<file path="src/design/cda_pkg.sv">
// ----------------------------------------------------------------------------
// cda_pkg: shared types, constants and calendar functions
// Field widths, command codes and the Gregorian month and leap-year rules
// used by the date arithmetic unit and its weekday stage.
// ----------------------------------------------------------------------------
`default_nettype none

package cda_pkg;

  localparam int unsigned MODE_W    = 3;
  localparam int unsigned DAY_W     = 5;
  localparam int unsigned MONTH_W   = 4;
  localparam int unsigned YEAR_W    = 12;
  localparam int unsigned AMT_W     = 18;
  localparam int unsigned WDAY_W    = 3;
  // signed day count: covers the widest year range plus the largest amount
  localparam int unsigned DAY_CNT_W = 22;
  // wide year value used for range checks before truncation
  localparam int unsigned WIDE_YR_W = 20;

  localparam int unsigned DEF_MIN_YEAR = 1900;
  localparam int unsigned DEF_MAX_YEAR = 2155;

  localparam logic [YEAR_W-1:0]  RESET_YEAR  = 12'd1900;
  localparam logic [DAY_W-1:0]   DAY_FIRST   = 5'd1;
  localparam logic [MONTH_W-1:0] MONTH_FIRST = 4'd1;
  localparam logic [MONTH_W-1:0] MONTH_FEB   = 4'd2;
  localparam logic [MONTH_W-1:0] MONTH_MAR   = 4'd3;
  localparam logic [MONTH_W-1:0] MONTH_LAST  = 4'd12;

  // command codes
  localparam logic [MODE_W-1:0] MODE_LOAD       = 3'd0;
  localparam logic [MODE_W-1:0] MODE_ADD_DAYS   = 3'd1;
  localparam logic [MODE_W-1:0] MODE_ADD_MONTHS = 3'd2;
  localparam logic [MODE_W-1:0] MODE_ADD_YEARS  = 3'd3;
  localparam logic [MODE_W-1:0] MODE_SET_DAY    = 3'd4;
  localparam logic [MODE_W-1:0] MODE_SET_MONTH  = 3'd5;
  localparam logic [MODE_W-1:0] MODE_SET_YEAR   = 3'd6;

  // reciprocal constants for division by a constant
  localparam logic [12:0] RECIP_100 = 13'd5243;   // 2^19 / 100, rounded up
  localparam logic [17:0] RECIP_12  = 18'd174763; // 2^21 / 12, rounded up
  localparam logic [8:0]  RECIP_7   = 9'd293;     // 2^11 / 7, rounded up

  // century of a year, exact for every 12-bit year
  function automatic logic [5:0] century(input logic [YEAR_W-1:0] y);
    logic [24:0] prod;
    prod = 25'(y) * 25'(RECIP_100);
    return prod[24:19];
  endfunction

  function automatic logic is_leap(input logic [YEAR_W-1:0] y);
    logic [5:0] cent;
    logic       cent_hit;
    cent     = century(y);
    cent_hit = (12'(12'(cent) * 12'd100) == y);
    return (y[1:0] == 2'b00) && (!cent_hit || (cent[1:0] == 2'b00));
  endfunction

  function automatic logic [8:0] year_len(input logic [YEAR_W-1:0] y);
    return is_leap(y) ? 9'd366 : 9'd365;
  endfunction

  function automatic logic [DAY_W-1:0] month_len(input logic [MONTH_W-1:0] m,
                                                 input logic [YEAR_W-1:0] y);
    logic [DAY_W-1:0] len;
    case (m)
      4'd1, 4'd3, 4'd5, 4'd7, 4'd8, 4'd10, 4'd12: len = 5'd31;
      4'd4, 4'd6, 4'd9, 4'd11:                    len = 5'd30;
      MONTH_FEB:                                  len = is_leap(y) ? 5'd29 : 5'd28;
      default:                                    len = 5'd0;
    endcase
    return len;
  endfunction

  function automatic logic date_ok(input logic [DAY_W-1:0]            d,
                                   input logic [MONTH_W-1:0]          m,
                                   input logic signed [WIDE_YR_W-1:0] y,
                                   input logic [YEAR_W-1:0]           ymin,
                                   input logic [YEAR_W-1:0]           ymax);
    logic yr_in;
    yr_in = (y >= $signed({8'd0, ymin})) && (y <= $signed({8'd0, ymax}));
    return yr_in && (m >= MONTH_FIRST) && (m <= MONTH_LAST) && (d != 5'd0)
           && (d <= month_len(m, y[YEAR_W-1:0]));
  endfunction

endpackage

`default_nettype wire

</file>
<file path="src/design/cda_weekday.sv">
// ----------------------------------------------------------------------------
// cda_weekday: weekday of a date
// Four registered steps of the congruence rule: shift Jan/Feb into the
// previous year, split off the century, sum the terms, reduce mod 7.
// ----------------------------------------------------------------------------
`default_nettype none

module cda_weekday import cda_pkg::*; (
  input  wire logic               clk_i,
  input  wire logic               rst_ni,
  input  wire logic               start_i,
  input  wire logic [DAY_W-1:0]   day_i,
  input  wire logic [MONTH_W-1:0] month_i,
  input  wire logic [YEAR_W-1:0]  year_i,
  output logic                    done_o,
  output logic [WDAY_W-1:0]       weekday_o
);

  // month term of the rule, months three through fourteen
  function automatic logic [5:0] month_term(input logic [MONTH_W-1:0] m);
    logic [5:0] t;
    case (m)
      4'd3:    t = 6'd10;
      4'd4:    t = 6'd13;
      4'd5:    t = 6'd15;
      4'd6:    t = 6'd18;
      4'd7:    t = 6'd20;
      4'd8:    t = 6'd23;
      4'd9:    t = 6'd26;
      4'd10:   t = 6'd28;
      4'd11:   t = 6'd31;
      4'd12:   t = 6'd33;
      4'd13:   t = 6'd36;
      4'd14:   t = 6'd39;
      default: t = 6'd0;
    endcase
    return t;
  endfunction

  logic [3:0]         vld_q;
  logic [DAY_W-1:0]   s1_day_q, s2_day_q;
  logic [MONTH_W-1:0] s1_mon_q, s2_mon_q;
  logic [YEAR_W-1:0]  s1_yr_q, s2_yr_q;
  logic [5:0]         s2_cent_q;
  logic [8:0]         f_q;
  logic [WDAY_W-1:0]  wd_q;

  logic [MONTH_W-1:0] s1_mon_d;
  logic [YEAR_W-1:0]  s1_yr_d;
  logic [6:0]         yr_rem;
  logic [8:0]         f_d;
  logic [17:0]        f_prod;
  logic [6:0]         f_quo;
  logic [2:0]         f_rem;
  logic [3:0]         wd_sum;
  logic [WDAY_W-1:0]  wd_d;

  always_comb begin
    if (month_i < MONTH_MAR) begin
      s1_mon_d = 4'(month_i + MONTH_LAST);
      s1_yr_d  = 12'(year_i - 12'd1);
    end else begin
      s1_mon_d = month_i;
      s1_yr_d  = year_i;
    end
  end

  // year within century, then the term sum (at most 403)
  assign yr_rem = 7'(s2_yr_q - 12'(12'(s2_cent_q) * 12'd100));
  assign f_d    = 9'(s2_day_q) + 9'(month_term(s2_mon_q)) + 9'(yr_rem)
                + 9'(yr_rem[6:2]) + 9'(s2_cent_q[5:2]) + 9'(9'(s2_cent_q) * 9'd5);

  // f mod 7 by reciprocal, then shift so that Monday is zero
  assign f_prod = 18'(f_q) * 18'(RECIP_7);
  assign f_quo  = f_prod[17:11];
  assign f_rem  = 3'(f_q - 9'(9'(f_quo) * 9'd7));
  assign wd_sum = 4'(f_rem) + 4'd5;
  assign wd_d   = (wd_sum >= 4'd7) ? 3'(wd_sum - 4'd7) : 3'(wd_sum);

  always_ff @(posedge clk_i or negedge rst_ni) begin
    if (!rst_ni) begin
      vld_q <= '0;
    end else begin
      vld_q <= {vld_q[2:0], start_i};
    end
  end

  always_ff @(posedge clk_i) begin
    s1_day_q  <= day_i;
    s1_mon_q  <= s1_mon_d;
    s1_yr_q   <= s1_yr_d;
    s2_day_q  <= s1_day_q;
    s2_mon_q  <= s1_mon_q;
    s2_yr_q   <= s1_yr_q;
    s2_cent_q <= century(s1_yr_q);
    f_q       <= f_d;
    if (vld_q[2]) begin
      wd_q <= wd_d;
    end
  end

  assign done_o    = vld_q[3];
  assign weekday_o = wd_q;

endmodule

`default_nettype wire

</file>
<file path="src/design/calendar_date_arithmetic_unit.sv">
// ----------------------------------------------------------------------------
// calendar_date_arithmetic_unit: Gregorian date register with arithmetic
// Holds one date and applies load, set and signed add commands to it,
// answering each command with the date, its weekday and an ok flag.
// ----------------------------------------------------------------------------
// usage
//   input channel: in_valid_i / in_stall_o carries one command word (mode,
//   day, month, year, signed amount). output channel: out_valid_o /
//   out_stall_i carries one result word per command.
//   a word moves on a rising edge with valid high and stall low.
//   one command is worked at a time; in_stall_o is high from acceptance
//   until the result has been moved into the output register.
//   load, set and add-years commit in the decode step; add-months divides
//   the month index by twelve first. add-days runs one shared 22-bit adder
//   over a day count: it adds the length of each year from MIN_YEAR up to
//   the current year and of each month before the current month, then
//   walks again from MIN_YEAR, peeling whole years and months off the
//   count to find the target date.
//   the weekday goes through a four-step pipeline after every command.
//   the output register lets a new command be accepted while a result is
//   still waiting; if the receiver stalls at the end of the next command,
//   that command holds in its last state until the register frees up.
//   reset: date is 1 january 1900, no result pending, ready for a command.
// ----------------------------------------------------------------------------
`default_nettype none

module calendar_date_arithmetic_unit import cda_pkg::*; #(
  parameter int unsigned MIN_YEAR = DEF_MIN_YEAR,
  parameter int unsigned MAX_YEAR = DEF_MAX_YEAR
) (
  input  wire logic                    clk_i,
  input  wire logic                    rst_ni,
  // command channel
  input  wire logic                    in_valid_i,
  output logic                         in_stall_o,
  input  wire logic [MODE_W-1:0]       mode_i,
  input  wire logic [DAY_W-1:0]        day_in_i,
  input  wire logic [MONTH_W-1:0]      month_in_i,
  input  wire logic [YEAR_W-1:0]       year_in_i,
  input  wire logic signed [AMT_W-1:0] amount_i,
  // result channel
  output logic                         out_valid_o,
  input  wire logic                    out_stall_i,
  output logic [DAY_W-1:0]             day_out_o,
  output logic [MONTH_W-1:0]           month_out_o,
  output logic [YEAR_W-1:0]            year_out_o,
  output logic [WDAY_W-1:0]            weekday_o,
  output logic                         ok_o
);

  localparam logic [YEAR_W-1:0] MinYr = YEAR_W'(MIN_YEAR);
  localparam logic [YEAR_W-1:0] MaxYr = YEAR_W'(MAX_YEAR);

  // sequencer states
  typedef enum logic [12:0] {
    ST_IDLE    = 13'b0000000000001,
    ST_EXEC    = 13'b0000000000010,  // decode, one-step commands commit here
    ST_FWD_YR  = 13'b0000000000100,  // count days of whole years
    ST_FWD_MO  = 13'b0000000001000,  // count days of whole months
    ST_ADD_AMT = 13'b0000000010000,  // add the signed amount
    ST_ADD_DAY = 13'b0000000100000,  // add the day of month
    ST_BWD_YR  = 13'b0000001000000,  // peel whole years off the count
    ST_BWD_MO  = 13'b0000010000000,  // peel whole months off the count
    ST_MDIV    = 13'b0000100000000,  // month index divided by twelve
    ST_MFIN    = 13'b0001000000000,  // month remainder and range check
    ST_WDAY    = 13'b0010000000000,  // kick off the weekday pipeline
    ST_WAIT    = 13'b0100000000000,  // wait for the weekday
    ST_DONE    = 13'b1000000000000   // hand the result to the output register
  } state_e;

  state_e state_q, state_d;

  // captured command
  logic [MODE_W-1:0]       mode_q;
  logic [DAY_W-1:0]        day_in_q;
  logic [MONTH_W-1:0]      month_in_q;
  logic [YEAR_W-1:0]       year_in_q;
  logic signed [AMT_W-1:0] amount_q;

  // date register
  logic [DAY_W-1:0]   cur_day_q, cur_day_d;
  logic [MONTH_W-1:0] cur_month_q, cur_month_d;
  logic [YEAR_W-1:0]  cur_year_q, cur_year_d;
  logic               ok_q, ok_d;

  // walk registers
  logic signed [DAY_CNT_W-1:0] acc_q, acc_d;
  logic [YEAR_W-1:0]           yr_q, yr_d;
  logic [MONTH_W-1:0]          mo_q, mo_d;
  logic [14:0]                 quo_q, quo_d;

  // output register
  logic               out_valid_q, out_valid_d;
  logic [DAY_W-1:0]   day_out_q;
  logic [MONTH_W-1:0] month_out_q;
  logic [YEAR_W-1:0]  year_out_q;
  logic [WDAY_W-1:0]  weekday_q;
  logic               ok_out_q;

  logic in_acc;
  logic out_free;
  logic out_load;

  // shared adder: every step of the day walk goes through it
  logic signed [DAY_CNT_W-1:0] add_b;
  logic signed [DAY_CNT_W-1:0] add_sum;

  logic signed [DAY_CNT_W-1:0] mon_idx;
  logic signed [WIDE_YR_W-1:0] yr_plus;
  logic [35:0]                 div_prod;
  logic [17:0]                 mon_rem;
  logic [MONTH_W-1:0]          mfin_mon;

  logic              wd_start;
  logic              wd_done;
  logic [WDAY_W-1:0] wd_val;

  assign in_stall_o = (state_q != ST_IDLE);
  assign in_acc     = in_valid_i && !in_stall_o;
  assign out_free   = !out_valid_q || !out_stall_i;
  assign out_load   = (state_q == ST_DONE) && out_free;
  assign wd_start   = (state_q == ST_WDAY);

  always_comb begin
    case (state_q)
      ST_FWD_YR:  add_b = DAY_CNT_W'(year_len(yr_q));
      ST_FWD_MO:  add_b = DAY_CNT_W'(month_len(mo_q, cur_year_q));
      ST_ADD_AMT: add_b = DAY_CNT_W'(amount_q);
      ST_ADD_DAY: add_b = DAY_CNT_W'(cur_day_q);
      // backward steps subtract; a negative sum means the count is shorter
      ST_BWD_YR:  add_b = -DAY_CNT_W'(year_len(yr_q));
      ST_BWD_MO:  add_b = -DAY_CNT_W'(month_len(mo_q, yr_q));
      default:    add_b = '0;
    endcase
  end

  assign add_sum = acc_q + add_b;

  // month index: year * 12 + month - 1 + amount
  assign mon_idx = $signed(DAY_CNT_W'({cur_year_q, 3'b000})
                         + DAY_CNT_W'({cur_year_q, 2'b00})
                         + DAY_CNT_W'(cur_month_q) - DAY_CNT_W'(1))
                 + DAY_CNT_W'(amount_q);
  assign yr_plus = $signed({8'd0, cur_year_q}) + WIDE_YR_W'(amount_q);

  // index is known non-negative and below 2^18 when this is used
  assign div_prod = 36'(acc_q[17:0]) * 36'(RECIP_12);
  assign mon_rem  = acc_q[17:0] - 18'({quo_q, 3'b000}) - 18'({quo_q, 2'b00});
  assign mfin_mon = 4'(mon_rem[3:0] + 4'd1);

  always_comb begin
    state_d     = state_q;
    cur_day_d   = cur_day_q;
    cur_month_d = cur_month_q;
    cur_year_d  = cur_year_q;
    ok_d        = ok_q;
    acc_d       = acc_q;
    yr_d        = yr_q;
    mo_d        = mo_q;
    quo_d       = quo_q;

    case (state_q)
      ST_IDLE: begin
        if (in_acc) begin
          state_d = ST_EXEC;
        end
      end

      ST_EXEC: begin
        ok_d    = 1'b0;
        state_d = ST_WDAY;
        case (mode_q)
          MODE_LOAD: begin
            if (date_ok(day_in_q, month_in_q, $signed({8'd0, year_in_q}), MinYr, MaxYr)) begin
              cur_day_d   = day_in_q;
              cur_month_d = month_in_q;
              cur_year_d  = year_in_q;
              ok_d        = 1'b1;
            end else begin
              // invalid load falls back to the first day of the range
              cur_day_d   = DAY_FIRST;
              cur_month_d = MONTH_FIRST;
              cur_year_d  = MinYr;
            end
          end
          MODE_ADD_DAYS: begin
            // count starts at -1 so adding the day gives a zero-based count
            acc_d   = -DAY_CNT_W'(1);
            yr_d    = MinYr;
            mo_d    = MONTH_FIRST;
            state_d = ST_FWD_YR;
          end
          MODE_ADD_MONTHS: begin
            acc_d   = mon_idx;
            state_d = ST_MDIV;
          end
          MODE_ADD_YEARS: begin
            if (date_ok(cur_day_q, cur_month_q, yr_plus, MinYr, MaxYr)) begin
              cur_year_d = yr_plus[YEAR_W-1:0];
              ok_d       = 1'b1;
            end
          end
          MODE_SET_DAY: begin
            if (date_ok(day_in_q, cur_month_q, $signed({8'd0, cur_year_q}), MinYr, MaxYr)) begin
              cur_day_d = day_in_q;
              ok_d      = 1'b1;
            end
          end
          MODE_SET_MONTH: begin
            if (date_ok(cur_day_q, month_in_q, $signed({8'd0, cur_year_q}), MinYr, MaxYr)) begin
              cur_month_d = month_in_q;
              ok_d        = 1'b1;
            end
          end
          MODE_SET_YEAR: begin
            if (date_ok(cur_day_q, cur_month_q, $signed({8'd0, year_in_q}), MinYr, MaxYr)) begin
              cur_year_d = year_in_q;
              ok_d       = 1'b1;
            end
          end
          default: begin
            // unused code: no change, ok stays low
          end
        endcase
      end

      ST_FWD_YR: begin
        if (yr_q < cur_year_q) begin
          acc_d = add_sum;
          yr_d  = 12'(yr_q + 12'd1);
        end else begin
          state_d = ST_FWD_MO;
        end
      end

      ST_FWD_MO: begin
        if (mo_q < cur_month_q) begin
          acc_d = add_sum;
          mo_d  = 4'(mo_q + 4'd1);
        end else begin
          state_d = ST_ADD_AMT;
        end
      end

      ST_ADD_AMT: begin
        acc_d   = add_sum;
        state_d = ST_ADD_DAY;
      end

      ST_ADD_DAY: begin
        acc_d   = add_sum;
        yr_d    = MinYr;
        mo_d    = MONTH_FIRST;
        state_d = ST_BWD_YR;
      end

      ST_BWD_YR: begin
        if (acc_q[DAY_CNT_W-1]) begin
          // target lies before the first day of the range
          state_d = ST_WDAY;
        end else if (add_sum[DAY_CNT_W-1]) begin
          state_d = ST_BWD_MO;
        end else if (yr_q == MaxYr) begin
          // target lies past the last day of the range
          state_d = ST_WDAY;
        end else begin
          acc_d = add_sum;
          yr_d  = 12'(yr_q + 12'd1);
        end
      end

      ST_BWD_MO: begin
        if ((mo_q != MONTH_LAST) && !add_sum[DAY_CNT_W-1]) begin
          acc_d = add_sum;
          mo_d  = 4'(mo_q + 4'd1);
        end else begin
          // remainder is below the month length, so the date is valid
          cur_day_d   = 5'(acc_q[DAY_W-1:0] + 5'd1);
          cur_month_d = mo_q;
          cur_year_d  = yr_q;
          ok_d        = 1'b1;
          state_d     = ST_WDAY;
        end
      end

      ST_MDIV: begin
        if (acc_q[DAY_CNT_W-1]) begin
          state_d = ST_WDAY;
        end else begin
          quo_d   = div_prod[35:21];
          state_d = ST_MFIN;
        end
      end

      ST_MFIN: begin
        if (date_ok(cur_day_q, mfin_mon, $signed({5'd0, quo_q}), MinYr, MaxYr)) begin
          cur_month_d = mfin_mon;
          cur_year_d  = quo_q[YEAR_W-1:0];
          ok_d        = 1'b1;
        end
        state_d = ST_WDAY;
      end

      ST_WDAY: begin
        state_d = ST_WAIT;
      end

      ST_WAIT: begin
        if (wd_done) begin
          state_d = ST_DONE;
        end
      end

      ST_DONE: begin
        if (out_free) begin
          state_d = ST_IDLE;
        end
      end

      default: begin
        state_d = ST_IDLE;
      end
    endcase
  end

  always_comb begin
    out_valid_d = out_valid_q;
    if (out_load) begin
      out_valid_d = 1'b1;
    end else if (!out_stall_i) begin
      out_valid_d = 1'b0;
    end
  end

  always_ff @(posedge clk_i or negedge rst_ni) begin
    if (!rst_ni) begin
      state_q     <= ST_IDLE;
      cur_day_q   <= DAY_FIRST;
      cur_month_q <= MONTH_FIRST;
      cur_year_q  <= RESET_YEAR;
      ok_q        <= 1'b0;
      out_valid_q <= 1'b0;
    end else begin
      state_q     <= state_d;
      cur_day_q   <= cur_day_d;
      cur_month_q <= cur_month_d;
      cur_year_q  <= cur_year_d;
      ok_q        <= ok_d;
      out_valid_q <= out_valid_d;
    end
  end

  // payload, walk and output registers
  always_ff @(posedge clk_i) begin
    if (in_acc) begin
      mode_q     <= mode_i;
      day_in_q   <= day_in_i;
      month_in_q <= month_in_i;
      year_in_q  <= year_in_i;
      amount_q   <= amount_i;
    end
    acc_q <= acc_d;
    yr_q  <= yr_d;
    mo_q  <= mo_d;
    quo_q <= quo_d;
    if (out_load) begin
      day_out_q   <= cur_day_q;
      month_out_q <= cur_month_q;
      year_out_q  <= cur_year_q;
      weekday_q   <= wd_val;
      ok_out_q    <= ok_q;
    end
  end

  cda_weekday u_weekday (
    .clk_i     (clk_i),
    .rst_ni    (rst_ni),
    .start_i   (wd_start),
    .day_i     (cur_day_q),
    .month_i   (cur_month_q),
    .year_i    (cur_year_q),
    .done_o    (wd_done),
    .weekday_o (wd_val)
  );

  assign out_valid_o = out_valid_q;
  assign day_out_o   = day_out_q;
  assign month_out_o = month_out_q;
  assign year_out_o  = year_out_q;
  assign weekday_o   = weekday_q;
  assign ok_o        = ok_out_q;

  // the held date is always a legal date of the configured range
  a_date_legal: assert property (@(posedge clk_i) disable iff (!rst_ni)
    date_ok(cur_day_q, cur_month_q, $signed({8'd0, cur_year_q}), MinYr, MaxYr))
    else $error("date register holds an illegal date");

  // an accepted command is decoded in the next cycle
  a_accept_exec: assert property (@(posedge clk_i) disable iff (!rst_ni)
    in_acc |=> (state_q == ST_EXEC))
    else $error("accepted command not decoded");

  // weekday pipeline finishes only while the sequencer waits for it
  a_wday_wait: assert property (@(posedge clk_i) disable iff (!rst_ni)
    wd_done |-> (state_q == ST_WAIT))
    else $error("weekday result outside the wait state");

  // a new result appears only from the hand-off state
  a_out_from_done: assert property (@(posedge clk_i) disable iff (!rst_ni)
    $rose(out_valid_q) |-> ($past(state_q) == ST_DONE))
    else $error("result word raised outside hand-off");

endmodule

`default_nettype wire
</file>
<file path="config.mk">
export PLATFORM = sky130hd
export DESIGN_NAME = calendar_date_arithmetic_unit
export DESIGN_NICKNAME = d
export VERILOG_FILES = /design/src/design/cda_pkg.sv /design/src/design/cda_weekday.sv /design/src/design/calendar_date_arithmetic_unit.sv
export SDC_FILE = /design/constraint.sdc
export NUM_CORES = 2
export LEC_CHECK = 0
export BUFFER_PORTS_ARGS = -buffer_cell sky130_fd_sc_hd__buf_4
export CAP_MARGIN = 20
export CORE_ASPECT_RATIO = 0.7
export CORE_MARGIN = 5
export CORE_UTILIZATION = 60
export DETAILED_ROUTE_END_ITERATION = 7
export GPL_TIMING_DRIVEN = 0
export PLACE_DENSITY = 0.83
export SYNTH_ARGS = -nofsm -noshare
export SYNTH_HDL_FRONTEND = slang
export SYNTH_SLANG_ARGS = --single-unit
</file>
<file path="constraint.sdc">
create_clock -name clk_i -period 17.82 [get_ports clk_i]
set_input_delay 2.673 -clock clk_i [delete_from_list [all_inputs] [get_ports clk_i]]
set_output_delay 2.673 -clock clk_i [all_outputs]
set_load 0.01 [all_outputs]
</file>
; After elaboration in Yosys (flattened, before gate mapping)
; Memory sizes are Yosys's and may differ from the RTL's. A register that Yosys moved wholly into a read port is not among the register bits.
; Index checks and enable logic that the tools add are counted.
[totals]
regBits = 211
romBits = 96
in_bits = 46
output_inout_bits = 27
elab_cells = 373
n_memories = 1
[op_classes]
addsub = 25
n_mul = 16
order_cmp = 24
n_eq_ne = 99
n_mux = 89
bitwise_logic = 1
n_reduce_logical = 88
[memory_table]
columns = name, words, width, read_ports, rd_clocked_by_memory_dff, write_ports, line_no
row1 = (no name shown), 16, 6, 1, 1, 0, cda_weekday.sv:22  ; case (m)
[ops]
columns = op, n
row1 = case mux 22 bit (6 select lines), 2
row2 = case mux 13 bit (13 select lines), 1
row3 = multiplier 12 x 13 -> 25 bit (second input constant), 6
row4 = two-way mux 12 bit, 11
row5 = case mux 5 bit (3 select lines), 8
row6 = two-way mux 13 bit, 9
row7 = two-way mux 22 bit, 4
row8 = equality test 4 bit (second input constant), 20
row9 = two-way mux 5 bit, 15
row10 = case mux 12 bit (3 select lines), 2
row11 = equality test 4 x 3 -> 1 bit (second input constant), 16
row12 = equality test 12 bit, 5
row13 = multiplier 6 x 5 -> 10 bit (second input constant), 5
row14 = case mux 12 bit (4 select lines), 1
row15 = case mux 22 bit (2 select lines), 1
row16 = two-way mux 21 bit, 2
row17 = logical AND 1 bit, 36
row18 = multiplier 18 x 18 -> 36 bit (second input constant), 1
row19 = equality test 4 x 2 -> 1 bit (second input constant), 8
row20 = two-way mux 4 bit, 8
row21 = <= comparator 5 bit, 6
row22 = OR reduction 7 bit, 4
row23 = greater-or-equal comparator 12 x 11 -> 1 bit (second input constant), 2
row24 = <= comparator 12 bit (second input constant), 2
row25 = 92 further kinds, 167

; Logic depth before layout (Yosys ltp)
[logic_depth]
word_depth = 16
depth_mapped = 49
ltp_nobuf = 47

; By module
; From an unflattened synthesis, not the netlist that was laid out.
[hier_totals]
hier_cells = 4124
area_unflattened_um2 = 40203.6
[modules_own_cells]
columns = module, n_inst, cells_each, area_per_inst_um2, seq_area_each_um2
row1 = calendar_date_arithmetic_unit, 1, 3486, 33649.8, 4516.8
row2 = cda_weekday, 1, 638, 6553.8, 1271.2

; Least setup slack after synthesis
; OpenSTA, ideal clock, no wires.
[synth_path]
kind = register to register
startpoint = reg yr_q[6]
endpoint = reg acc_q[0] (enable)
arrival_ns = 12.971
slack_ns = 4.396
stages_incl_launch_ff = 44
period_less_slack_ns = 13.424
cell_sequence = edfxtp_1 inv_1 fa_1 fa_1 fa_1 inv_1 fa_1 inv_1 fa_1 inv_1 ha_1 and3_1 a221oi_1 o21ai_0 a311oi_1 o21bai_1 xor2_1 ha_1 [... 8 more ...] nand4_1 o41a_1 a31oi_1 ha_1 a221o_1 a211oi_1 nand2_1 ha_1 a211oi_1 o21ai_0 a31o_2 o41ai_1 o21bai_1 a21oi_1 xnor2_2 nor2b_1 o22ai_1 nor4bb_1
[synth_between]
elab_chain_cells = 16
elab_cells_between_ends = 24
cone_classes = add/sub (3) / mul (2) / order compare (1) / eq/ne (6) / mux (5) / reduce/logical (7)
[synth_lines]
columns = element, line_no
row1 = start: declaration, calendar_date_arithmetic_unit.sv:88  ; logic [YEAR_W-1:0] yr_q, yr_d;
row2 = start signal: assignment, calendar_date_arithmetic_unit.sv:363  ; yr_q <= yr_d;
row3 = multiplier 12 x 13 -> 25 bit, cda_pkg.sv:48  ; prod = 25'(y) * 25'(RECIP_100);
row4 = multiplier 6 x 5 -> 10 bit, cda_pkg.sv:56  ; cent_hit = (12'(12'(cent) * 12'd100) == y);
row5 = equality test 12 bit, cda_pkg.sv:56
row6 = zero test 1 bit, cda_pkg.sv:57  ; return (y[1:0] == 2'b00) && (!cent_hit || (cent[1:0] == 2'b00));
row7 = logical OR 1 bit, cda_pkg.sv:57
row8 = logical AND 1 bit, cda_pkg.sv:57
row9 = two-way mux 1 bit, cda_pkg.sv:70  ; MONTH_FEB: len = is_leap(y) ? 5'd29 : 5'd28;
row10 = case mux 5 bit (3 select lines), cda_pkg.sv:67  ; case (m)
row11 = two-way mux 5 bit, calendar_date_arithmetic_unit.sv:125  ; case (state_q)
row12 = negation 5 -> 22 bit, calendar_date_arithmetic_unit.sv:132  ; ST_BWD_MO: add_b = -DAY_CNT_W'(month_len(mo_q, yr_q));
row13 = case mux 22 bit (6 select lines), calendar_date_arithmetic_unit.sv:125
row14 = adder 22 bit, calendar_date_arithmetic_unit.sv:137  ; assign add_sum = acc_q + add_b;
row15 = zero test 1 bit, calendar_date_arithmetic_unit.sv:273  ; if ((mo_q != MONTH_LAST) && !add_sum[DAY_CNT_W-1]) begin
row16 = logical AND 1 bit, calendar_date_arithmetic_unit.sv:273
row17 = != test 2 bit (no line), --
row18 = AND reduction 8 bit (no line) (*), --
row19 = end signal: assignment, calendar_date_arithmetic_unit.sv:362  ; acc_q <= acc_d;
row20 = end: declaration, calendar_date_arithmetic_unit.sv:87  ; logic signed [DAY_CNT_W-1:0] acc_q, acc_d;
; Every way passes the cells marked *; elsewhere a longest branch is shown, timed or not. The select of a mux whose other input is x is not followed.
; A chain may end at the register's enable or synchronous reset.

; Worst setup path after layout
[layout_path]
startpoint = reg yr_q[8]
endpoint = reg acc_q[12] (enable)
; The elaborated chain is that of the path after synthesis.

==> results.cfg <==
[yosys]
seq_area_frac_synth = 0.145
synthArstFlopShare = 0.184
yosysWarnings = 0
synth_nets = 5513
synth_edf_count = 123
avgSynthCellArea_um2 = 9.87
synthesis.area_um2 = 39900
ys_types = 85
synth-main-ff-cell = edfxtp_1
postSynthCellCount = 4048
synth-seq-cells = 217

[finish]
area_growth_pct = 6.72
drive_above_1_share = 0.0448
final_area_um2 = 42600
fillers = 5102
postLayoutCoreUtil = 0.644
nets = 5621

[critical_path]
worstSetupPathType = flop to flop
cp_num_buf_inv = 6
endpoint_kind = flop
r2r-end = acc_q[12]
reg2regPathDepth = 43
worstSetupStartpointType = flop
path_depth = 43
crit_path_top_delay_cell = nor4bb_4
cp_max_fo = 11
worstPathRequired_ns = 18.09
critical_path.max_stage_delay_ns = 0.92
regToRegStartpoint = yr_q[8]
critPathArrivalTime_ns = 15.01
path_delay_family = compound AO/OA/AOI/OAI gates
r2r_slack_ns = 3.08

[timing]
worstMarginPinSlew_ns = 1.11
hold_violations = 0
worst_slack_ns = 3.08
rsz0062_at_grt = false
max-slew-margin-rel = 0.255
slew_viol_final = 0
skew_ns = 0.0353
timing.fmax_mhz = 67.8
setup-tns-final_ns = 0
min_period_ns = 14.74
final-setup-viol-count = 0
period_share = 0.827

[worst_hold_path]
hold-path-endpoint = u_weekday.s2_day_q[3]
hold_depth = 0
min_path_type = flop to flop
worstHoldStart = u_weekday.s1_day_q[3]

[flow_run]
drv_cap = 0

[clock_network]
htree_levels = 1
clk_latency_ns = 0.60
clock_tree.root_cell = clkbuf_16
cts.sinks = 217
cts_max_path_buffers = 3
cts_resized = 0
postCtsHoldBufs = 0
path_clk_slew_ns = 0.07
cts_tree = built
post_cts_buffers = 0
cts_buffers = 26

[routing]
vias = 29700
firstDrtPassIters = 6
antenna_left = 0
viasPerCell = 5.86
first_iter_violations = 2771
drc = 0
wire_per_inst_um = 20.0
wl_um = 101000

[run_status]
status = completed

[floorplan]
ios = 73
die_y_um = 226
start_util = 0.603
fp.dieW_um = 318
core_area_um2 = 66200
fp.dieArea_um2 = 71900
rows = 79

[global_routing]
grt-ovfl-total = 0
grt_max_degree = 41
antenna_found_initial = 0
gr-usage-all-layers = 0.283
grt_pass1_vias = 30400
grt_pass1_wl_um = 163000

[placement]
port_buffers = 72
dp_slack_ns = 3.53
dp_hpwl_um = 84100
place.gp.congestion = 1.00
place_area_um2 = 41700
==> through the flow <==
step                cells  hold WS [ns]
global placement     5011         0.311
finish               5068         0.325
CTS                  5065         0.325
floorplan            4048         0.310
detailed placement   5017         0.312
global route         5067         0.335
==> synthesized netlist by cell type, types with 8 or more instances <==
library cell / n / area [um2]
nand4_1: 25 / 156
ha_1: 997 / 12500
mux2_2: 8 / 90.1
o21a_1: 33 / 248
xnor2_1: 182 / 1590
a21oi_1: 138 / 691
o22ai_1: 28 / 175
and2_1: 20 / 125
nand2b_1: 22 / 138
a31oi_1: 25 / 156
a211o_1: 12 / 105
inv_1: 947 / 3550
a21boi_0: 9 / 67.6
nor4_1: 17 / 106
nor2b_1: 18 / 113
a221oi_1: 16 / 140
or3_1: 12 / 75.1
or4_1: 8 / 60.1
nor3_1: 39 / 195
and3_1: 17 / 106
clkbuf_1: 26 / 97.6
o211ai_1: 17 / 128
dfxtp_1: 54 / 1080
a211oi_1: 20 / 150
fa_1: 422 / 8450
o21bai_1: 30 / 225
o21ai_0: 93 / 465
nor2_1: 141 / 529
o221ai_1: 8 / 70.1
xor2_1: 67 / 587
or2_2: 19 / 119
a21o_1: 81 / 608
edfxtp_1: 123 / 3690
mux2i_1: 17 / 170
a31o_2: 10 / 87.6
nand3_1: 38 / 190
a22o_1: 11 / 96.3
nor3b_1: 10 / 75.1
nand2_1: 115 / 432
dfrtp_1: 30 / 751
nand4b_1: 8 / 70.1
dfstp_2: 10 / 263
==> sequential cells by signal, indices dropped and copies added, names as in the netlist, 6 cells and up, named ones only <==
register,count
acc_q,22
amount_q,18
quo_q,15
state_q,13
cur_year_q,12
u_weekday.s1_yr_q,12
year_in_q,12
year_out_o,12
yr_q,12
u_weekday.f_q,9
u_weekday.s2_yr_q,7
u_weekday.s2_cent_q,6
==> placed cells by master, fill, tap and decap left out, types with 19 or more instances in the layout <==
cell type	n
a211oi_1	20
a21o_1	81
a21oi_1	137
a31oi_1	25
and2_1	20
buf_4	74
clkbuf_1	32
clkbuf_16	26
dfrtp_1	30
dfxtp_1	54
edfxtp_1	123
fa_1	422
ha_1	997
inv_1	947
nand2_1	115
nand2b_1	22
nand3_1	38
nand4_1	25
nor2_1	140
nor3_1	39
o21a_1	33
o21ai_0	93
o21bai_1	30
o22ai_1	28
or2_2	19
xnor2_1	182
xor2_1	67
==> metal layers <==
metal | track usage | vias to the layer above | part of all wire
li1 | - | 13800 | -
met1 | 0.395 | 14300 | 0.43
met2 | 0.436 | 1355 | 0.43
met3 | 0.0863 | 208 | 0.11
met4 | 0.0693 | 0 | 0.029
met5 | 0 | - | 0
==> worst max path at each step <==
stage           endpoint  slack (ns)    start
6_report       acc_q[12]        3.08  yr_q[8]
5_1_grt        acc_q[12]        2.39  yr_q[6]
4_1_cts        acc_q[12]        3.36  yr_q[6]
3_5_place_dp   acc_q[11]        3.53  yr_q[6]
3_3_place_gp   acc_q[11]        1.25  yr_q[6]
2_1_floorplan   acc_q[0]        4.40  yr_q[6]
==> worst register-to-register path, delay by kind of cell (launching register included) <==
family / cells / cell delay, ns
and+or+nand+nor: 7 / 2.06
xor gates and xnor gates: 3 / 0.65
buffers and inverters: 6 / 0.76
adders and majority gates: 12 / 5.01
DFF: 1 / 0.68
AOI/OAI and AO/OA: 15 / 5.27
==> cells by family after synthesis <==
logic type      after synthesis  share of synthesized area
buf+inv                     978                     0.0923
flops                       217                      0.145
fa+ha+maj                  1419                      0.524
mux                          29                    0.00764
xor+xnor                    256                     0.0582
compound gates              611                      0.104
simple gates                538                     0.0693
==> final cells by class <==
type	instances	area, um2	share of cell area
Buffer	30	129	0.00302
Sequential cell	217	5790	0.136
Antenna cell	1	2.50	0.0000587
Inverter	948	3560	0.0835
Multi-Input combinational cell	2853	30500	0.716
Tap cell	891	1110	0.0261
Clock buffer	33	687	0.0161
Timing Repair Buffer	80	636	0.0149
Clock inverter	15	213	0.00499
Power is left out: the tool's default activity adds up to more than one toggle a clock period on the data nets, which glitch-free logic cannot reach.
